File: src/hdl/sppe_pkg.sv
// Package for the septic path point evaluator.
// Holds shared widths, function codes, the stage control struct and the term weight and skip functions.
// No dependencies.
`timescale 1ns / 1ps
`default_nettype none
package sppe_pkg;

	localparam int TERM_COUNT_DEF = 8;
	localparam int COEF_W = 32;
	localparam int U_W = 17;
	localparam int ACC_W = 49;
	localparam int RES_W = 48;
	localparam int WGT_W = 8;

	localparam logic [1:0] FUNC_WRITE = 2'd0;
	localparam logic [1:0] FUNC_POINT = 2'd1;
	localparam logic [1:0] FUNC_D1 = 2'd2;
	localparam logic [1:0] FUNC_D2 = 2'd3;

	localparam logic [U_W-1:0] U_ONE = 17'd65536;

	typedef struct packed {
		logic valid;
		logic [1:0] func;
		logic [U_W-1:0] u;
	} sppe_ctl_t;

	// Derivative weight of the term of power idx: 1, i or i(i-1).
	function automatic logic [WGT_W-1:0] term_weight(input logic [1:0] func, input int idx);
		int w;
		begin
			case (func)
				FUNC_D1: w = idx;
				FUNC_D2: w = idx * (idx - 1);
				default: w = 1;
			endcase
			term_weight = WGT_W'(w);
		end
	endfunction

	// Terms below the derivative order drop out; the accumulator passes through.
	function automatic logic term_skip(input logic [1:0] func, input int idx);
		begin
			case (func)
				FUNC_D1: term_skip = (idx < 1);
				FUNC_D2: term_skip = (idx < 2);
				default: term_skip = 1'b0;
			endcase
		end
	endfunction

endpackage
`default_nettype wire

File: src/hdl/sppe_cell.sv
// One cell of the Horner chain: holds the x and y coefficients of one power of u.
// Depends on sppe_pkg.
`timescale 1ns / 1ps
`default_nettype none
module sppe_cell #(
	parameter int IDX = 0
) (
	input wire logic clk,
	input wire logic arst_n,
	input wire logic advance,
	input wire logic wr_en,
	input wire logic wr_axis,
	input wire logic [2:0] wr_power,
	input wire logic signed [sppe_pkg::COEF_W-1:0] wr_value,
	input wire sppe_pkg::sppe_ctl_t ctl_in,
	input wire logic signed [sppe_pkg::ACC_W-1:0] acc_x_in,
	input wire logic signed [sppe_pkg::ACC_W-1:0] acc_y_in,
	output sppe_pkg::sppe_ctl_t ctl_q,
	output logic signed [sppe_pkg::ACC_W-1:0] acc_x_q,
	output logic signed [sppe_pkg::ACC_W-1:0] acc_y_q
);

	localparam int PROD_W = sppe_pkg::ACC_W + sppe_pkg::U_W + 1;
	localparam int TERM_W = sppe_pkg::COEF_W + sppe_pkg::WGT_W + 1;

	logic signed [sppe_pkg::COEF_W-1:0] coef_x_q;
	logic signed [sppe_pkg::COEF_W-1:0] coef_y_q;
	logic hit;
	logic skip;
	logic signed [sppe_pkg::WGT_W:0] wgt;
	logic signed [sppe_pkg::U_W:0] u_s;
	logic signed [PROD_W-1:0] prod_x;
	logic signed [PROD_W-1:0] prod_y;
	logic signed [PROD_W-1:0] rnd_x;
	logic signed [PROD_W-1:0] rnd_y;
	logic signed [TERM_W-1:0] term_x;
	logic signed [TERM_W-1:0] term_y;
	logic signed [sppe_pkg::ACC_W-1:0] nxt_x;
	logic signed [sppe_pkg::ACC_W-1:0] nxt_y;

	assign hit = wr_en && (32'(wr_power) == 32'(IDX));

	always_ff @(posedge clk or negedge arst_n) begin
		if (!arst_n) begin
			coef_x_q <= '0;
			coef_y_q <= '0;
		end else if (hit) begin
			if (wr_axis) coef_y_q <= wr_value;
			else coef_x_q <= wr_value;
		end
	end

	always_comb begin
		skip = sppe_pkg::term_skip(ctl_in.func, IDX);
		wgt = $signed({1'b0, sppe_pkg::term_weight(ctl_in.func, IDX)});
		u_s = $signed({1'b0, ctl_in.u});
		prod_x = acc_x_in * u_s;
		prod_y = acc_y_in * u_s;
		// round to nearest, ties toward plus infinity
		rnd_x = (prod_x + PROD_W'(32768)) >>> 16;
		rnd_y = (prod_y + PROD_W'(32768)) >>> 16;
		term_x = coef_x_q * wgt;
		term_y = coef_y_q * wgt;
		if (skip) begin
			nxt_x = acc_x_in;
			nxt_y = acc_y_in;
		end else begin
			nxt_x = rnd_x[sppe_pkg::ACC_W-1:0] + sppe_pkg::ACC_W'(term_x);
			nxt_y = rnd_y[sppe_pkg::ACC_W-1:0] + sppe_pkg::ACC_W'(term_y);
		end
	end

	always_ff @(posedge clk or negedge arst_n) begin
		if (!arst_n) begin
			ctl_q <= '0;
		end else if (advance) begin
			ctl_q <= ctl_in;
		end
	end

	always_ff @(posedge clk) begin
		if (advance) begin
			acc_x_q <= nxt_x;
			acc_y_q <= nxt_y;
		end
	end

endmodule
`default_nettype wire

File: config.mk
export PLATFORM = sky130hd
export DESIGN_NAME = sppe_cell
export DESIGN_NICKNAME = d
export VERILOG_FILES = /design/src/hdl/sppe_pkg.sv /design/src/hdl/sppe_cell.sv
export SDC_FILE = /design/constraint.sdc
export NUM_CORES = 2
export LEC_CHECK = 0
export BUFFER_PORTS_ARGS = -buffer_cell sky130_fd_sc_hd__buf_2
export CAP_MARGIN = 20
export CORE_AREA = 2 2 338 340
export CTS_CLUSTER_SIZE = 8
export DETAILED_ROUTE_END_ITERATION = 16
export DIE_AREA = 0 0 340 342
export GPL_ROUTABILITY_DRIVEN = 0
export HOLD_SLACK_MARGIN = 0.08
export PLACE_DENSITY = 0.78
export SYNTH_ARGS = -nofsm -noshare
export SYNTH_HDL_FRONTEND = slang
export SYNTH_SLANG_ARGS = --single-unit
File: constraint.sdc
create_clock -name clk -period 7.1 [get_ports clk]
set_input_delay 1.42 -clock clk [delete_from_list [all_inputs] [get_ports clk]]
set_output_delay 1.42 -clock clk [all_outputs]
set_load 0.03 [all_outputs]
After elaboration in Yosys (flattened, before gate mapping) --
Index checks and enable logic that the tools add are counted. Widths: inputs -> output; s select.
Operators by class: add/sub/neg operators 4, multipliers 4, bitwise operators 1, reductions and logical operators 5, equal/unequal tests 2, multiplexer cells 4
Operators by type and width (number):
- $add 65x17->65 const B | 2
- $mul 49x18->65 | 2
- $add 49x49->49 | 2
- $mux 49 | 2
- $mul 32x2->34 | 2
- $eq 2x2->1 const B | 2
- $reduce_and 2->1 | 2
- $logic_not 3->1 | 1
- $mux 1 | 2
- $reduce_or 2->1 | 1
- $logic_and 1x1->1 | 1
- $not 1->1 | 1
Storage, ports and cells: input port bits 158, output and inout bits 118, flip-flop bits (word level) 182, logic and storage cells 27

Logic depth before layout (Yosys ltp) --
depth in word-level cells 6, gate-level depth with buffers 40, gate-level depth less buffers 36

Least setup slack after synthesis --
Ideal clock, no wire load.
kind input to register, from input port ctl_in[9] (netlist bit), to register acc_y_q[48] (netlist bit), data pin, setup slack -2962 ps, stages on the path 37, arrival time 9914 ps, buffers on the path 3, required time 6951 ps, library setup time 149 ps, cells stage by stage clkbuf_1 -> clkbuf_1 -> nand2_1 -> fa_1 -> inv_1 -> fa_1 -> fa_1 -> fa_1 -> fa_1 -> inv_1 -> fa_1 -> inv_1 -> ha_1 -> a21oi_1 -> o21ai_0 -> o22ai_1 -> or2_2 -> o21ai_1 -> a21oi_1 -> o21ai_0 -> a21oi_1 -> o21ai_0 -> a21oi_1 -> xnor2_1 -> ha_1 -> clkbuf_1 -> nand3_1 -> nor4_1 -> inv_1 -> o221ai_1 -> o21ai_0 -> a21o_1 -> nand4b_1 -> nand4_1 -> a21o_1 -> xnor3_1 -> mux2i_1
On the way: longest elaborated chain between the ends 4
Ends and longest elaborated chain:
- start, declared | line sppe_cell.sv:15 | input wire sppe_pkg::sppe_ctl_t ctl_in,
- $mul 49x18->65 | line sppe_cell.sv:58 | prod_y = acc_y_in * u_s;
- $add 65x17->65 | line sppe_cell.sv:61 | rnd_y = (prod_y + PROD_W'(32768)) >>> 16;
- $add 49x49->49 | line sppe_cell.sv:69 | nxt_y = rnd_y[sppe_pkg::ACC_W-1:0] + sppe_pkg::ACC_W'(term_y);
- $mux 49 | line sppe_cell.sv:64 | if (skip) begin
- net nxt_y, one bit | line sppe_cell.sv:39 | logic signed [sppe_pkg::ACC_W-1:0] nxt_y;
- end signal, assigned | line sppe_cell.sv:84 | acc_y_q <= nxt_y;
- end, declared | line sppe_cell.sv:20 | output logic signed [sppe_pkg::ACC_W-1:0] acc_y_q
The timed path passes the listed nets, and every way through them passes these cells. A chain may end at the register's enable or synchronous reset.

Final worst setup path --
from input port ctl_in[7] (netlist bit), to register acc_x_q[43] (netlist bit), data pin
On the way: longest elaborated chain between the ends 4
Ends and longest elaborated chain:
- $mul 49x18->65 | line sppe_cell.sv:57 | prod_x = acc_x_in * u_s;
- $add 65x17->65 | line sppe_cell.sv:60 | rnd_x = (prod_x + PROD_W'(32768)) >>> 16;
- $add 49x49->49 | line sppe_cell.sv:68 | nxt_x = rnd_x[sppe_pkg::ACC_W-1:0] + sppe_pkg::ACC_W'(term_x);
- $mux 49 | line sppe_cell.sv:64
- net nxt_x, one bit | line sppe_cell.sv:38 | logic signed [sppe_pkg::ACC_W-1:0] nxt_x;
- end signal, assigned | line sppe_cell.sv:83 | acc_x_q <= nxt_x;
- end, declared | line sppe_cell.sv:19 | output logic signed [sppe_pkg::ACC_W-1:0] acc_x_q,
The timed path passes the listed nets, and every way through them passes these cells.

==> impl_metrics.tcl <==
set metrics [dict create \
    cp_slowest_stage_delay_ns 0.57 \
    met3_usage_pct 8.72 \
    place_worst_setup_slack_ns -3.56 \
    cp_num_buf_inv 11 \
    clkLatencyLatePin_ns 0.55 \
    placed_area_mm2 0.0792 \
    reg2regPathDepth 16 \
    fin_area_mm2 0.0828 \
    rrSetupSlack_ns 2.97 \
    cp-start-kind "primary input" \
    htree_levels 4 \
    skew_ns 0.0181 \
    yosys.area_share.simple_pct 17.1 \
    crit_family "adder cells" \
    cp.required_ns 7.38 \
    synth_xor_area_share_pct 2.67 \
    crit_slowest_cell "fa_1" \
    critPathCapture "acc_x_q[43]" \
    grt_pass1_vias 61900 \
    seq_area_frac_synth_pct 7.40 \
    cts_tree "yes" \
    outcome "finished, violations left" \
    synth_compound_area_share_pct 6.30 \
    cts.sinks 182 \
    syn_area_mm2 0.0682 \
    synth_mux_area_share_pct 1.59 \
    rows 124 \
    synth_seq_cells 182 \
    via_per_inst 5.66 \
    wirelength_um 211000 \
    ys_types 86 \
    grt-ovfl-total 0 \
    maxSlewHeadroom_pct 32.0 \
    antenna_found_initial 34 \
    period_needed_ns 9.82 \
    drv_cap 0 \
    crit_arrival_ns 10.10 \
    fin_tns_setup_ns -165.77 \
    crit_cells 38 \
    utilization_pct 73.2 \
    ys_warn_count 0 \
    hold_path_class "reg2reg" \
    layout_commonest_cell "inv_1" \
    setup_viol 94 \
    top_usage_layer "met2" \
    io_buffer_count 275 \
    ios 276 \
    dr_total_vias 57000 \
    antenna_left 0 \
    synth_cells 7452 \
    r2r-start "coef_x_q[17]" \
    critical_path.startpoint "ctl_in[7]" \
    synthAdderAreaFrac_pct 53.8 \
    final_cell_mix "inv_1, fa_1, buf_4, and2_1, nand2_1" \
    crit_fanout 6 \
    fin_ws_ns -2.72 \
    async_flop_share_pct 46.2 \
    grt_use_met2_pct 59.5 \
    hold_start "coef_x_q[21]" \
    clk_pin_slew_worst_paths_ns 0.08 \
    use_met1_pct 45.1 \
    rsz0062_at_grt "yes" \
    synth_ff_type "edfxtp_1" \
    gr-usage-all-layers_pct 36.7 \
    dp_hpwl_um 170000 \
    max_freq_ghz 0.102 \
    fin_crit_sh_pct 138 \
    synth_edf_count 98 \
    fp.dieH_um 342 \
    timing.rr.end "acc_x_q[43]" \
    worstSetupEndpointType "flip-flop" \
    drive_gt1_share_pct 22.5 \
    core-area_mm2 0.113 \
    wl_per_cell_um 21.0 \
    holdBufCountCts 0 \
    worst_slew_pin_slew_ns 1.02 \
    cts_root_buf "clkbuf_16" \
    die_w_um 340 \
    drc_errors 0 \
    area_growth_pct 21.4 \
    dr.pass1.iters 8 \
    violations "negative setup slack" \
    grt_max_degree 98 \
    drtIter0Drc 4670 \
    synth_top_family_by_area "adder cells" \
    clock_path_buffers 2 \
    path_class "in2reg" \
    syn_nets 9626 \
    start_util_pct 60.3 \
    numCtsBuffers 17 \
    slew_viol_final 0 \
    dieArea_mm2 0.116 \
    nets 10700 \
    syn_area_per_cell_um2 9.15 \
    grt_pass1_wl_um 330000 \
    hold_viol_final 0 \
]
## Yosys cell counts, types with 87 or more instances
master / count / area share (%)
nor2_1: 99 / 0.54
and2_1: 1002 / 9.2
a21o_1: 109 / 1.2
nand2_1: 854 / 4.7
inv_1: 1654 / 9.1
a21oi_1: 199 / 1.5
o21ai_0: 171 / 1.3
edfxtp_1: 98 / 4.3
ha_1: 488 / 9.0
xnor2_1: 121 / 1.6
fa_1: 1528 / 45
nor2b_1: 87 / 0.80
clkbuf_1: 363 / 2.0
mux2_2: 93 / 1.5
## metrics by stage
step                      instances  hold WS (ns)
after floorplan                7452         0.471
after global placement         9921         0.481
after detailed placement       9921         0.486
after CTS                     10000         0.504
after global routing          10000         0.520
final                         10100         0.501
## repair_timing
action,4_1_cts,5_1_grt
setup buffers,57,42
setup endpoints to repair,96,96
gates cloned,3,2
gates resized for setup,276,205
pin swaps,138,156
## worst min-delay path by stage
stage                              end  slack [ns]  cells past startpoint
after floorplan            coef_y_q[0]        0.47                      1
after global placement     coef_y_q[4]        0.48                      1
after detailed placement   coef_y_q[5]        0.49                      1
after CTS                 coef_y_q[30]        0.50                      1
after global routing      coef_y_q[28]        0.52                      1
final                     coef_x_q[21]        0.50                      1
## cell families (layout without fill, tap and decap cells)
kind of cell,after synthesis,after routing
AND/OR/NAND/NOR,2245,2245
AO/OA/AOI/OAI,680,680
buffers and inverters,2026,3107
other,0,25
flip-flops,182,182
multiplexers,97,97
adder cells (fa/ha/maj),2016,2016
XOR/XNOR,206,206
## sequential cells by signal, summed over array words and instances (netlist names)
register and flops:
acc_x_q 49, acc_y_q 49, coef_x_q 32, coef_y_q 32, ctl_q 20
## cell type report
type                            count  area (um^2)
Clock inverter                     15          153
Tap cell                         1512         1890
Antenna cell                       25         62.6
Fill cell                        7711        30300
Inverter                         1654         6210
Clock buffer                       17          425
Sequential cell                   182         5040
Timing Repair Buffer             1421        11100
Multi-Input combinational cell   5244        57900
## per-layer routing
metal	share of wire [%]	vias up	wire length [um]
met5	0.083	-	175
met4	7.2	30	15300
met3	10	944	22200
met2	47	3158	98900
met1	35	28500	74900
li1	-	24400	-
Power is not shown: default switching activity piles up to over one toggle a cycle in this logic, so the estimate is an artifact.
